--- src/hdl/triangle_edge_rasterizer_assert.svh ---
// Assertion macros for the triangle edge rasterizer
`ifndef TRIANGLE_EDGE_RASTERIZER_ASSERT_SVH
`define TRIANGLE_EDGE_RASTERIZER_ASSERT_SVH

`ifndef SYNTH
`define TER_ASSERT_CLK(lbl, clk, rstn, prop, msg) \
    lbl: assert property (@(posedge clk) disable iff (!rstn) prop) else $error(msg);
`define TER_ASSERT(lbl, prop, msg) `TER_ASSERT_CLK(lbl, aclk, aresetn, prop, msg)
`else
`define TER_ASSERT_CLK(lbl, clk, rstn, prop, msg)
`define TER_ASSERT(lbl, prop, msg)
`endif

`endif

--- src/hdl/ter_pkg.sv ---
// Shared constants, types and helpers for the triangle edge rasterizer
package ter_pkg;

    localparam int IMAGE_WIDTH     = 256;
    localparam int BYTES_PER_PIXEL = 3;
    localparam int CHUNK_PIXELS    = 32;   // power of two
    localparam int MAX_RESULTS     = 8;
    localparam int NUM_EDGES       = 3;

    localparam int CW         = 8;    // coordinate width
    localparam int DW         = CW + 1;
    localparam int EW         = 20;   // edge function accumulator
    localparam int XW         = 10;   // pixel x inside the cell row
    localparam int AFW        = 26;   // full byte address before truncation
    localparam int ADDR_W     = 18;
    localparam int COLOR_W    = 24;
    localparam int MASK_W     = 32;
    localparam int CFG_IDX_W  = 3;
    localparam int CFG_DATA_W = 24;
    localparam int CNT_W      = $clog2(MAX_RESULTS);
    localparam int SETTLE_W   = $clog2(CHUNK_PIXELS + 1);

    localparam logic [CW-1:0] CHUNK_ALIGN = ~CW'(CHUNK_PIXELS - 1);

    typedef enum logic [CFG_IDX_W-1:0] {
        REG_A_X,
        REG_A_Y,
        REG_B_X,
        REG_B_Y,
        REG_C_X,
        REG_C_Y,
        REG_FILL
    } ter_reg_t;

    typedef enum logic [2:0] {
        ST_IDLE,
        ST_MUL,
        ST_BASE,
        ST_LOAD,
        ST_RUN
    } ter_state_t;

    typedef logic [EW-1:0] edge_val_t;
    typedef edge_val_t [NUM_EDGES-1:0] edge_vec_t;

    // data handed from one cell to its right neighbor
    typedef struct packed {
        logic [XW-1:0] xoff;
        edge_vec_t     eoff;
    } ter_link_t;

    typedef struct packed {
        logic capture;
        logic mul_en;
        logic base_en;
        logic load;
        logic step;
        logic last;
    } ter_ctrl_t;

    function automatic logic [CW-1:0] min3(input logic [CW-1:0] p, input logic [CW-1:0] q,
                                           input logic [CW-1:0] r);
        logic [CW-1:0] m;
        m = (p < q) ? p : q;
        return (m < r) ? m : r;
    endfunction

    function automatic logic [CW-1:0] max3(input logic [CW-1:0] p, input logic [CW-1:0] q,
                                           input logic [CW-1:0] r);
        logic [CW-1:0] m;
        m = (p > q) ? p : q;
        return (m > r) ? m : r;
    endfunction

endpackage

--- src/hdl/ter_ctrl.sv ---
// Row sequencer: setup steps, chunk counting and handshake control
module ter_ctrl (
    input  logic               aclk,
    input  logic               aresetn,
    input  logic               s_valid,
    output logic               s_ready,
    input  logic               busy_i,
    input  logic               out_free_i,
    input  logic               x_end_i,
    output ter_pkg::ter_ctrl_t ctrl_o
);

    ter_pkg::ter_state_t       state_reg;
    ter_pkg::ter_state_t       state_next;
    logic [ter_pkg::CNT_W-1:0] cnt_reg;
    logic                      last;

    assign last = x_end_i || (cnt_reg == ter_pkg::CNT_W'(ter_pkg::MAX_RESULTS - 1));

    always_comb begin
        state_next = state_reg;
        unique case (state_reg)
            ter_pkg::ST_IDLE: begin
                if (s_valid && !busy_i) begin
                    state_next = ter_pkg::ST_MUL;
                end
            end
            ter_pkg::ST_MUL:  state_next = ter_pkg::ST_BASE;
            ter_pkg::ST_BASE: state_next = ter_pkg::ST_LOAD;
            ter_pkg::ST_LOAD: state_next = ter_pkg::ST_RUN;
            ter_pkg::ST_RUN: begin
                if (out_free_i && last) begin
                    state_next = ter_pkg::ST_IDLE;
                end
            end
            default: state_next = ter_pkg::ST_IDLE;
        endcase
    end

    always_comb begin
        ctrl_o      = '0;
        ctrl_o.last = last;
        s_ready     = 1'b0;
        unique case (state_reg)
            ter_pkg::ST_IDLE: begin
                s_ready        = !busy_i;
                ctrl_o.capture = s_valid && !busy_i;
            end
            ter_pkg::ST_MUL:  ctrl_o.mul_en  = 1'b1;
            ter_pkg::ST_BASE: ctrl_o.base_en = 1'b1;
            ter_pkg::ST_LOAD: ctrl_o.load    = 1'b1;
            ter_pkg::ST_RUN:  ctrl_o.step    = out_free_i;
            default: ;
        endcase
    end

    always_ff @(posedge aclk) begin
        if (!aresetn) begin
            state_reg <= ter_pkg::ST_IDLE;
            cnt_reg   <= '0;
        end else begin
            state_reg <= state_next;
            if (ctrl_o.load) begin
                cnt_reg <= '0;
            end else if (ctrl_o.step) begin
                cnt_reg <= cnt_reg + ter_pkg::CNT_W'(1);
            end
        end
    end

endmodule

--- config.mk ---
export PLATFORM = sky130hd
export DESIGN_NAME = ter_ctrl
export DESIGN_NICKNAME = d
export VERILOG_FILES = /design/src/hdl/triangle_edge_rasterizer_assert.svh /design/src/hdl/ter_pkg.sv /design/src/hdl/ter_ctrl.sv
export SDC_FILE = /design/constraint.sdc
export NUM_CORES = 1
export LEC_CHECK = 0
export ABC_AREA = 1
export BUFFER_PORTS_ARGS = -buffer_cell sky130_fd_sc_hd__buf_2
export CORE_AREA = 3 3 40 42
export CTS_CLUSTER_SIZE = 40
export DETAILED_ROUTE_END_ITERATION = 7
export DIE_AREA = 0 0 43 45
export GPL_TIMING_DRIVEN = 1
export PLACE_DENSITY = 0.53
export SLEW_MARGIN = 20
export SYNTH_ARGS = -nofsm -noshare
export SYNTH_HDL_FRONTEND = slang
export SYNTH_SLANG_ARGS = --single-unit
export TNS_END_PERCENT = 10
--- constraint.sdc ---
create_clock -name aclk -period 1.53 [get_ports aclk]
set_input_delay 0.306 -clock aclk [delete_from_list [all_inputs] [get_ports aclk]]
set_output_delay 0.306 -clock aclk [all_outputs]
set_load 0.005 [all_outputs]
==> key figures <==
Layout
  • Fill cell count: 136
  • Final Util: 0.3895
  • Inserted Diodes: 0
  • Cell Count, Final, Fillers Out: 85
  • Area delta synth->final: 38.89%
  • Share of cells above drive strength 1: 0.4000
  • Fin nets: 80

Floorplanning
  • Die Ht: 45 um
  • I/O pin count: 13
  • Die area: 1935 um2
  • Initial Util: 0.2804
  • Core area: 1285 um2
  • Row Count: 13
  • Die X: 43 um

Drt
  • Via count: 351
  • Total wire length: 732 um
  • DRC: 0
  • Detailed Routing Iterations Pass 1: 4
  • Vias per inst: 4.129
  • DRT antenna net count: 0
  • Wire length per cell: 8.612 um
  • Initial DRC count: 5

CTS
  • H-tree levels: 1
  • Clock tree buffer depth: 2
  • Clk Latency, worst-skew pair: 0.25 ns
  • CTS buffer count: 3
  • Clk slew on worst S/H paths: 0.05 ns
  • CTS tree: yes
  • Clock Sinks: 6
  • Root Buffer Master: clkbuf_4
  • Cts hold-fix bufs: 0

STA
  • Worst Skew: 0.008469 ns
  • Post-route minimum period: 1.526 ns
  • Final hold vios: 0
  • Tightest Pin Transition: 0.2190 ns
  • Fin crit share: 0.9972
  • Final setup TNS: 0 ns
  • RSZ-0062 raised after global routing: yes
  • Max Clock Freq: 655.4 MHz
  • Setup violations, final: 0
  • Final worst setup slack: 0.004308 ns
  • Slew margin rel.: 0.8538
  • Slew Viols, Final: 0

Logic synthesis
  • Post-synthesis simple-gate area fraction: 0.3993
  • Seq/Total Area, Yosys: 0.3333
  • Number of synthesized flops with an enable pin: 0
  • Post-synth ARST share: 0
  • Commonest register cell after synthesis: dfxtp_1
  • Post-Syn Area per Cell: 6.552 um2
  • Most instantiated cells after synthesis: inv_1, nand2_1, nor2_1
  • Register bit total from synthesis: 6
  • Post-synthesis adder-cell area fraction: 0.06944
  • Post-synthesis cell count: 55
  • XOR/XNOR Fraction of Synth Area: 0
  • Synth top area cells: dfxtp_1, inv_1, nand2_1
  • Synth warn: 0
  • Synth cell types: 15
  • Syn_nets: 63
  • Post-synthesis cell area: 360.3 um2
  • Synth Area in Compound Gates: 0.04167
  • Synth top area share: 0.3333
  • Synth area leader: dfxtp_1
  • Main combinational cell family by area after synthesis: simple AND/OR/NAND/NOR gates
  • Post-synthesis mux area share: 0

Placement
  • Placed cells: 81
  • Place WS: 0.1294 ns
  • Routability cong.: 0.7102
  • Port Buffers: 12
  • Detailed placer's ending HPWL: 515.9 um

Pwr
  • Pwr per Cell Area: 877.0 nW/um2
  • Cell Int Power: 307.6 uW
  • Switching power of the nets: 131.4 uW
  • Sequential Power Share: 0.427
  • Combinational power share: 0.240
  • Clk network pwr share: 0.333
  • Total Power: 438.9 uW
  • Worst vdd ir: 0.0002977 V
  • Static leakage: 0.2837 nW
  • Net Sw Frac: 0.2993

Setup path
  • Worst R2R End: state_reg[0]
  • WP data arrival: 1.22 ns
  • Flop-to-flop setup slack: 0.37 ns
  • Critical Path Sink Type: primary output
  • Crit path max fanout: 2
  • Launching point of the worst reg2reg path: cnt_reg[0]
  • Reg2Reg Depth: 6
  • CP required: 1.22 ns
  • CP startpoint kind: register
  • Setup CP Type: reg2out

Global route
  • Vias in the first global route: 323
  • Initial antenna violation count: 0
  • GR Util All Layers: 0.08750
  • Largest net degree at the start of global routing: 7
  • Wire length of the first global-routing pass: 1.214 mm
  • GRT overflow: 0

Worst hold path
  • Hold path start: aresetn
  • Hold depth: 3
  • Hold EP: state_reg[0]
  • HP Class: in2reg

Job
  • Max Cap Viol: 0

Outcome
  • Status: finished clean
[per-layer routing]
layer / up-vias / wire (um) / global-route usage
li1: 195 / - / -
met1: 142 / 324 / 0.09903
met2: 14 / 353 / 0.1347
met3: 0 / 53 / 0.01594
met4: 0 / 0 / 0.09036
met5: - / 0 / 0
[what timing repair did]
action | 4_1_cts | 5_1_grt
setup endpoints to repair | 1 | 3
buffers inserted | 1 | 0
endpoints found under the hold margin | 0 | 0
pin swaps | 2 | 1
gates resized for setup | 8 | 1
[cells in the final DEF (no fill, tap or decap), drive strengths merged]
cell type	count
a21oi	2
buf	13
clkbuf	3
dfxtp	6
ha	2
inv	13
nand2	11
nand3	5
nand4	1
nor2	12
o21ai	1
or2	1
[worst max-delay path, stage by stage (launching register included)]
cell and delay [ns]:
dfxtp_2 0.33, ha_4 0.16, ha_4 0.15, or2_4 0.22
buf_6 0.11
[cell families (layout without fill, tap and decap cells)]
logic type,count (synthesis),in the layout
AOI/OAI and AO/OA,3,3
adders and majority gates,2,2
DFF,6,6
buffers and inverters,14,29
and+or+nand+nor,30,30
[how the worst max path moves through the flow]
stage	from	end	slack, ns
after global placement	cnt_reg[0]	ctrl_o[0]	0.15
final	cnt_reg[0]	ctrl_o[0]	0.004
after CTS	cnt_reg[1]	ctrl_o[0]	0.009
after detailed placement	cnt_reg[0]	ctrl_o[0]	0.13
after floorplan	cnt_reg[0]	ctrl_o[0]	0.15
after global routing	cnt_reg[1]	ctrl_o[0]	-0.01
[area by class of cell]
cell class,instances,area (um2),area share
multi-input cells,35,214.0,0.4275
flip-flops and latches,6,122.6,0.2450
repair buffers,13,73.82,0.1475
inverters,13,48.80,0.09750
clock buffers,3,22.52,0.04500
well taps,15,18.77,0.03750
[per-stage QoR]
stage	instance area (um2)	hold WS, ns
detailed placement	431.7	0.5204
finish	500.5	0.3563
global placement	431.7	0.5191
global route	500.5	0.3938
floorplan	360.3	0.4982
CTS	498.0	0.3602
[power by group through the flow]
stage | Sequential [mW] | Clock [mW] | Combinational (mW)
after global placement | 0.188 | 0 | 0.102
after CTS | 0.186 | 0.149 | 0.106
after global routing | 0.189 | 0.154 | 0.125
final | 0.187 | 0.146 | 0.105
after detailed placement | 0.188 | 0 | 0.101
after floorplan | 0.185 | 0 | 0.0696
Note: power is estimated with default switching activity, not from simulation.
