<file path="config.mk">
export PLATFORM = sky130hd
export DESIGN_NAME = ter_cell
export DESIGN_NICKNAME = d
export VERILOG_FILES = /design/src/hdl/triangle_edge_rasterizer_assert.svh /design/src/hdl/ter_pkg.sv /design/src/hdl/ter_cell.sv
export SDC_FILE = /design/constraint.sdc
export NUM_CORES = 1
export LEC_CHECK = 0
export CAP_MARGIN = 15
export CORE_UTILIZATION = 30
export DETAILED_ROUTE_END_ITERATION = 6
export DONT_BUFFER_PORTS = 1
export SKIP_LAST_GASP = 1
export SYNTH_ARGS = -nofsm -noshare
export SYNTH_HDL_FRONTEND = slang
export SYNTH_SLANG_ARGS = --single-unit
</file>
<file path="constraint.sdc">
create_clock -name aclk -period 2.7 [get_ports aclk]
set_input_delay 0.405 -clock aclk [delete_from_list [all_inputs] [get_ports aclk]]
set_output_delay 0.405 -clock aclk [all_outputs]
set_load 0.005 [all_outputs]
</file>
<file path="src/hdl/triangle_edge_rasterizer_assert.svh">
// Assertion macros for the triangle edge rasterizer
`ifndef TRIANGLE_EDGE_RASTERIZER_ASSERT_SVH
`define TRIANGLE_EDGE_RASTERIZER_ASSERT_SVH

`ifndef SYNTH
`define TER_ASSERT_CLK(lbl, clk, rstn, prop, msg) \
    lbl: assert property (@(posedge clk) disable iff (!rstn) prop) else $error(msg);
`define TER_ASSERT(lbl, prop, msg) `TER_ASSERT_CLK(lbl, aclk, aresetn, prop, msg)
`else
`define TER_ASSERT_CLK(lbl, clk, rstn, prop, msg)
`define TER_ASSERT(lbl, prop, msg)
`endif

`endif

</file>
<file path="src/hdl/ter_pkg.sv">
// Shared constants, types and helpers for the triangle edge rasterizer
package ter_pkg;

    localparam int IMAGE_WIDTH     = 256;
    localparam int BYTES_PER_PIXEL = 3;
    localparam int CHUNK_PIXELS    = 32;   // power of two
    localparam int MAX_RESULTS     = 8;
    localparam int NUM_EDGES       = 3;

    localparam int CW         = 8;    // coordinate width
    localparam int DW         = CW + 1;
    localparam int EW         = 20;   // edge function accumulator
    localparam int XW         = 10;   // pixel x inside the cell row
    localparam int AFW        = 26;   // full byte address before truncation
    localparam int ADDR_W     = 18;
    localparam int COLOR_W    = 24;
    localparam int MASK_W     = 32;
    localparam int CFG_IDX_W  = 3;
    localparam int CFG_DATA_W = 24;
    localparam int CNT_W      = $clog2(MAX_RESULTS);
    localparam int SETTLE_W   = $clog2(CHUNK_PIXELS + 1);

    localparam logic [CW-1:0] CHUNK_ALIGN = ~CW'(CHUNK_PIXELS - 1);

    typedef enum logic [CFG_IDX_W-1:0] {
        REG_A_X,
        REG_A_Y,
        REG_B_X,
        REG_B_Y,
        REG_C_X,
        REG_C_Y,
        REG_FILL
    } ter_reg_t;

    typedef enum logic [2:0] {
        ST_IDLE,
        ST_MUL,
        ST_BASE,
        ST_LOAD,
        ST_RUN
    } ter_state_t;

    typedef logic [EW-1:0] edge_val_t;
    typedef edge_val_t [NUM_EDGES-1:0] edge_vec_t;

    // data handed from one cell to its right neighbor
    typedef struct packed {
        logic [XW-1:0] xoff;
        edge_vec_t     eoff;
    } ter_link_t;

    typedef struct packed {
        logic capture;
        logic mul_en;
        logic base_en;
        logic load;
        logic step;
        logic last;
    } ter_ctrl_t;

    function automatic logic [CW-1:0] min3(input logic [CW-1:0] p, input logic [CW-1:0] q,
                                           input logic [CW-1:0] r);
        logic [CW-1:0] m;
        m = (p < q) ? p : q;
        return (m < r) ? m : r;
    endfunction

    function automatic logic [CW-1:0] max3(input logic [CW-1:0] p, input logic [CW-1:0] q,
                                           input logic [CW-1:0] r);
        logic [CW-1:0] m;
        m = (p > q) ? p : q;
        return (m > r) ? m : r;
    endfunction

endpackage

</file>
<file path="src/hdl/ter_cell.sv">
// One pixel cell: edge offsets chain, edge accumulators and coverage test
module ter_cell (
    input  logic                         aclk,
    input  ter_pkg::ter_link_t           left_i,
    output ter_pkg::ter_link_t           right_o,
    input  ter_pkg::edge_vec_t           a_i,
    input  ter_pkg::edge_vec_t           base_i,
    input  ter_pkg::edge_vec_t           step_i,
    input  ter_pkg::ter_ctrl_t           ctrl_i,
    input  logic [ter_pkg::CW-1:0]       start_i,
    input  logic [ter_pkg::CW-1:0]       box_min_i,
    input  logic [ter_pkg::CW-1:0]       box_max_i,
    output logic                         cov_o
);

    logic [ter_pkg::XW-1:0] xoff_reg;
    ter_pkg::edge_vec_t     eoff_reg;
    ter_pkg::edge_vec_t     e_reg;
    ter_pkg::edge_vec_t     e_next;
    logic [ter_pkg::XW-1:0] x_reg;
    logic [ter_pkg::XW-1:0] x_next;
    logic                   in_box;
    logic                   all_pos;

    // offset chain: this cell sits one pixel right of its neighbor
    always_ff @(posedge aclk) begin
        xoff_reg <= left_i.xoff + ter_pkg::XW'(1);
        for (int k = 0; k < ter_pkg::NUM_EDGES; k++) begin
            eoff_reg[k] <= left_i.eoff[k] + a_i[k];
        end
    end

    assign right_o.xoff = xoff_reg;
    assign right_o.eoff = eoff_reg;

    always_comb begin
        e_next = e_reg;
        x_next = x_reg;
        if (ctrl_i.load) begin
            x_next = ter_pkg::XW'(start_i) + xoff_reg;
            for (int k = 0; k < ter_pkg::NUM_EDGES; k++) begin
                e_next[k] = base_i[k] + eoff_reg[k];
            end
        end else if (ctrl_i.step) begin
            x_next = x_reg + ter_pkg::XW'(ter_pkg::CHUNK_PIXELS);
            for (int k = 0; k < ter_pkg::NUM_EDGES; k++) begin
                e_next[k] = e_reg[k] + step_i[k];
            end
        end
    end

    always_ff @(posedge aclk) begin
        e_reg <= e_next;
        x_reg <= x_next;
    end

    always_comb begin
        all_pos = 1'b1;
        for (int k = 0; k < ter_pkg::NUM_EDGES; k++) begin
            all_pos = all_pos & ~e_reg[k][ter_pkg::EW-1];
        end
    end

    assign in_box = (x_reg >= ter_pkg::XW'(box_min_i)) && (x_reg <= ter_pkg::XW'(box_max_i));
    assign cov_o  = in_box && all_pos;

endmodule

</file>
==> results by group <==
Status
  • Status: complete, but fails checks
  • Failing checks: setup timing

Yosys
  • Dominant synthesized flop cell: edfxtp_1
  • Syn nets: 1931
  • Avg Cell Area, Syn: 8.87 µm²
  • Ys async rst share: 0%
  • Netlist cell types: 68
  • Cell count after synthesis: 1443
  • Register area share after synthesis: 27.4%
  • Mapped cell area: 12800 µm²
  • Synthesized flop and latch total: 140
  • Ys Warns: 0
  • Post-synth EDFFs: 70

Floorplanning
  • Die Ht: 209 µm
  • Initial Util: 30.4%
  • Top Ports: 352
  • Rows: 75
  • Die area: 43500 µm²
  • Core box area: 42000 µm²
  • Die X-Extent: 209 µm

GRT
  • Vias in the first global route: 10821
  • First-pass GRT wire length: 54000 µm
  • Largest net degree at the start of global routing: 88
  • Total GRT Usage: 15.8%
  • Initial antenna violation count: 2
  • Grt total ovfl: 0

STA
  • Final period utilization: 105%
  • Worst slew pin tran: 0.562 ns
  • Max-slew violations: 0
  • Hold_ws: 0.0522 ns
  • Max Clk Rate: 352 MHz
  • Slew margin rel.: 62.1%
  • Final Hold Fails: 0
  • Setup-failing EPs final: 4
  • Setup_tns: -0.269 ns
  • Clock Skew: 0.0100 ns
  • Final worst-path setup slack: -0.140 ns
  • RSZ-0062 raised after global routing: true
  • Minimum clock period: 2.84 ns

Drt
  • DR WL met2: 16900 µm
  • DRT antenna net count: 0
  • DR WL/cell: 16.4 µm
  • Max layer used: met4
  • Vias: 10891
  • 1st-pass router iterations: 4
  • Starting DRT DRC Count: 482
  • Wirelength, routed: 34400 µm
  • Avg Vias per Cell: 5.21
  • Wire length on met1: 14100 µm
  • # DRC: 0
  • Routed met3 length: 2720 µm

Placed design
  • GPL Wtd Cong: 0.868
  • Placed Cells: 2037
  • Port Buffers: 0
  • Final HPWL DP: 27200 µm
  • Place WS: -0.322 ns

Clock tree
  • CTS H-tree depth: 4
  • Buffer depth of the longest clock path: 2
  • Worst-skew pair later-pin latency: 0.48 ns
  • CTS Root Cell: clkbuf_16
  • Number of CTS-inserted buffers: 17
  • CTS tree: yes
  • Clk sinks: 140
  • Clock transition at path regs: 0.06 ns

Critical path
  • Worst reg2reg path endpoint: e_reg[36]$_DFFE_PN_
  • CP startpoint kind: flip-flop
  • Worst r2r src: right_o[20]$_DFF_P_
  • Critical Path AT: 2.44 ns
  • FF-to-FF path depth: 10
  • Register-to-register setup slack: -0.10 ns
  • Crit-path max FO: 2
  • CP endpoint kind: output pin
  • Worst Path Required: 2.30 ns
  • Setup CP Type: reg2out

Worst hold path
  • WHS Endpoint: right_o[0]$_DFF_P_
  • Hold path depth: 1
  • Worst Min Path Start: left_i[0]
  • Hold Path Class: in2reg

Power
  • Sw Share: 38.2%
  • Pleak: 6.66 nW
  • Int Pwr: 0.00807 W
  • Flop pwr share: 26.5%
  • P_sw: 0.00500 W
  • VDD IR max: 0.346 mV
  • Pwr Total: 0.0131 W
  • Combinational share of power: 53.3%
  • Clock network fraction of total power: 20.2%
  • PwrDens: 865 nW/µm²

Job
  • Maxcap violations: 0

Layout
  • Commonest cells after routing, fill and taps aside: ha_1, a21oi_1, nor2_1
  • Layout area overhead: 18.1%
  • Fin cells: 2089
  • Final nets: 2023
  • Share of layout cells above drive strength 1: 11.9%
  • Filler instances: 4301
  • Most common cell after layout, fill and taps aside: ha_1
==> critical path, cell delays in order, from the launching register on <==
cell      delay, ns
edfxtp_1       0.39
ha_1           0.30
nor2b_1        0.13
o21a_1         0.16
o21a_1         0.19
o21a_1         0.18
o21a_1         0.16
o211ai_1       0.15
a21oi_1        0.09
a211oi_2       0.21
==> routing by layer <==
layer,track usage [%],vias up
li1,-,5544
met1,16.9,5034
met2,27.8,274
met3,6.42,39
met4,5.93,0
met5,0,-
==> stage by stage <==
stage	util (%)	instance area, µm²
4_1_cts	35.4	14900
3_5_place_dp	33.3	14000
2_1_floorplan	-	12800
5_1_grt	35.9	15100
3_3_place_gp	33.3	14000
6_report	35.9	15100
==> kinds of logic after synthesis <==
logic type	Yosys count	share of synthesized area [%]
AOI/OAI and AO/OA	468	23.4
xor gates and xnor gates	156	10.7
adders and majority gates	207	20.8
buffers and inverters	87	2.55
DFF	140	27.4
muxes	19	1.55
and+or+nand+nor	366	13.6
==> repair_timing <==
item	CTS	global route
endpoints found under the hold margin	10	0
pin swaps	18	24
resized for setup	22	45
endpoints found under the setup margin	16	25
buffers inserted	4	6
hold buffers	10	0
==> synth_stat cells, types with 4 or more instances <==
master	instances	area share, %
a31oi_1	16	0.78
o211ai_1	8	0.47
o22ai_1	8	0.39
a21oi_1	135	5.3
edfxtp_1	70	16
buf_1	7	0.21
o21ai_1	4	0.16
a211oi_1	21	1.2
nand2b_1	16	0.78
or3_1	9	0.44
or2_2	6	0.29
a211o_1	8	0.55
nand2_1	96	2.8
and2_1	4	0.20
nand3_1	40	1.6
dfxtp_1	70	11
xor2_1	68	4.7
clkbuf_1	15	0.44
nor2_1	98	2.9
o21bai_1	24	1.4
o21ai_0	92	3.6
a21o_1	70	4.1
nor3_1	31	1.2
mux2_2	6	0.53
nor3b_1	5	0.29
and3_1	19	0.93
a21boi_0	7	0.41
fa_1	10	1.6
inv_1	65	1.9
ha_1	197	19
nand4_1	14	0.68
o21a_1	22	1.3
o31ai_1	11	0.65
nor2b_1	17	0.83
mux2i_1	13	1.0
a31o_2	4	0.27
xnor2_1	88	6.0
==> power groups by stage <==
stage	Clock (W)	Sequential [W]	Combinational, W
floorplan	0	0.00337	0.00499
global placement	0	0.00351	0.00632
detailed placement	0	0.00352	0.00646
CTS	0.00275	0.00348	0.00666
global route	0.00281	0.00354	0.00784
finish	0.00264	0.00346	0.00697
==> worst max path at each step <==
stage,startpoint,end,depth (start not counted)
detailed placement,base_i[20],e_reg[36]$_DFFE_PN_,10
CTS,x_reg[1]$_DFFE_PP_,cov_o,9
finish,x_reg[1]$_DFFE_PP_,cov_o,9
floorplan,base_i[20],e_reg[36]$_DFFE_PN_,10
global route,x_reg[1]$_DFFE_PP_,cov_o,9
global placement,base_i[20],e_reg[36]$_DFFE_PN_,10
==> area by class of cell <==
type                       count  area (µm²)  share of cell area (%)
inverter                      65         244                    1.61
tap                          539         674                    4.46
antenna                        2        5.00                  0.0331
timing repair buffer          95         762                    5.04
clock inverter                 9         128                   0.844
clock buffer                  23         520                    3.44
multi-input combinational   1216        9270                    61.4
sequential                   140        3510                    23.2
Note: power is estimated with default switching activity, not from simulation.
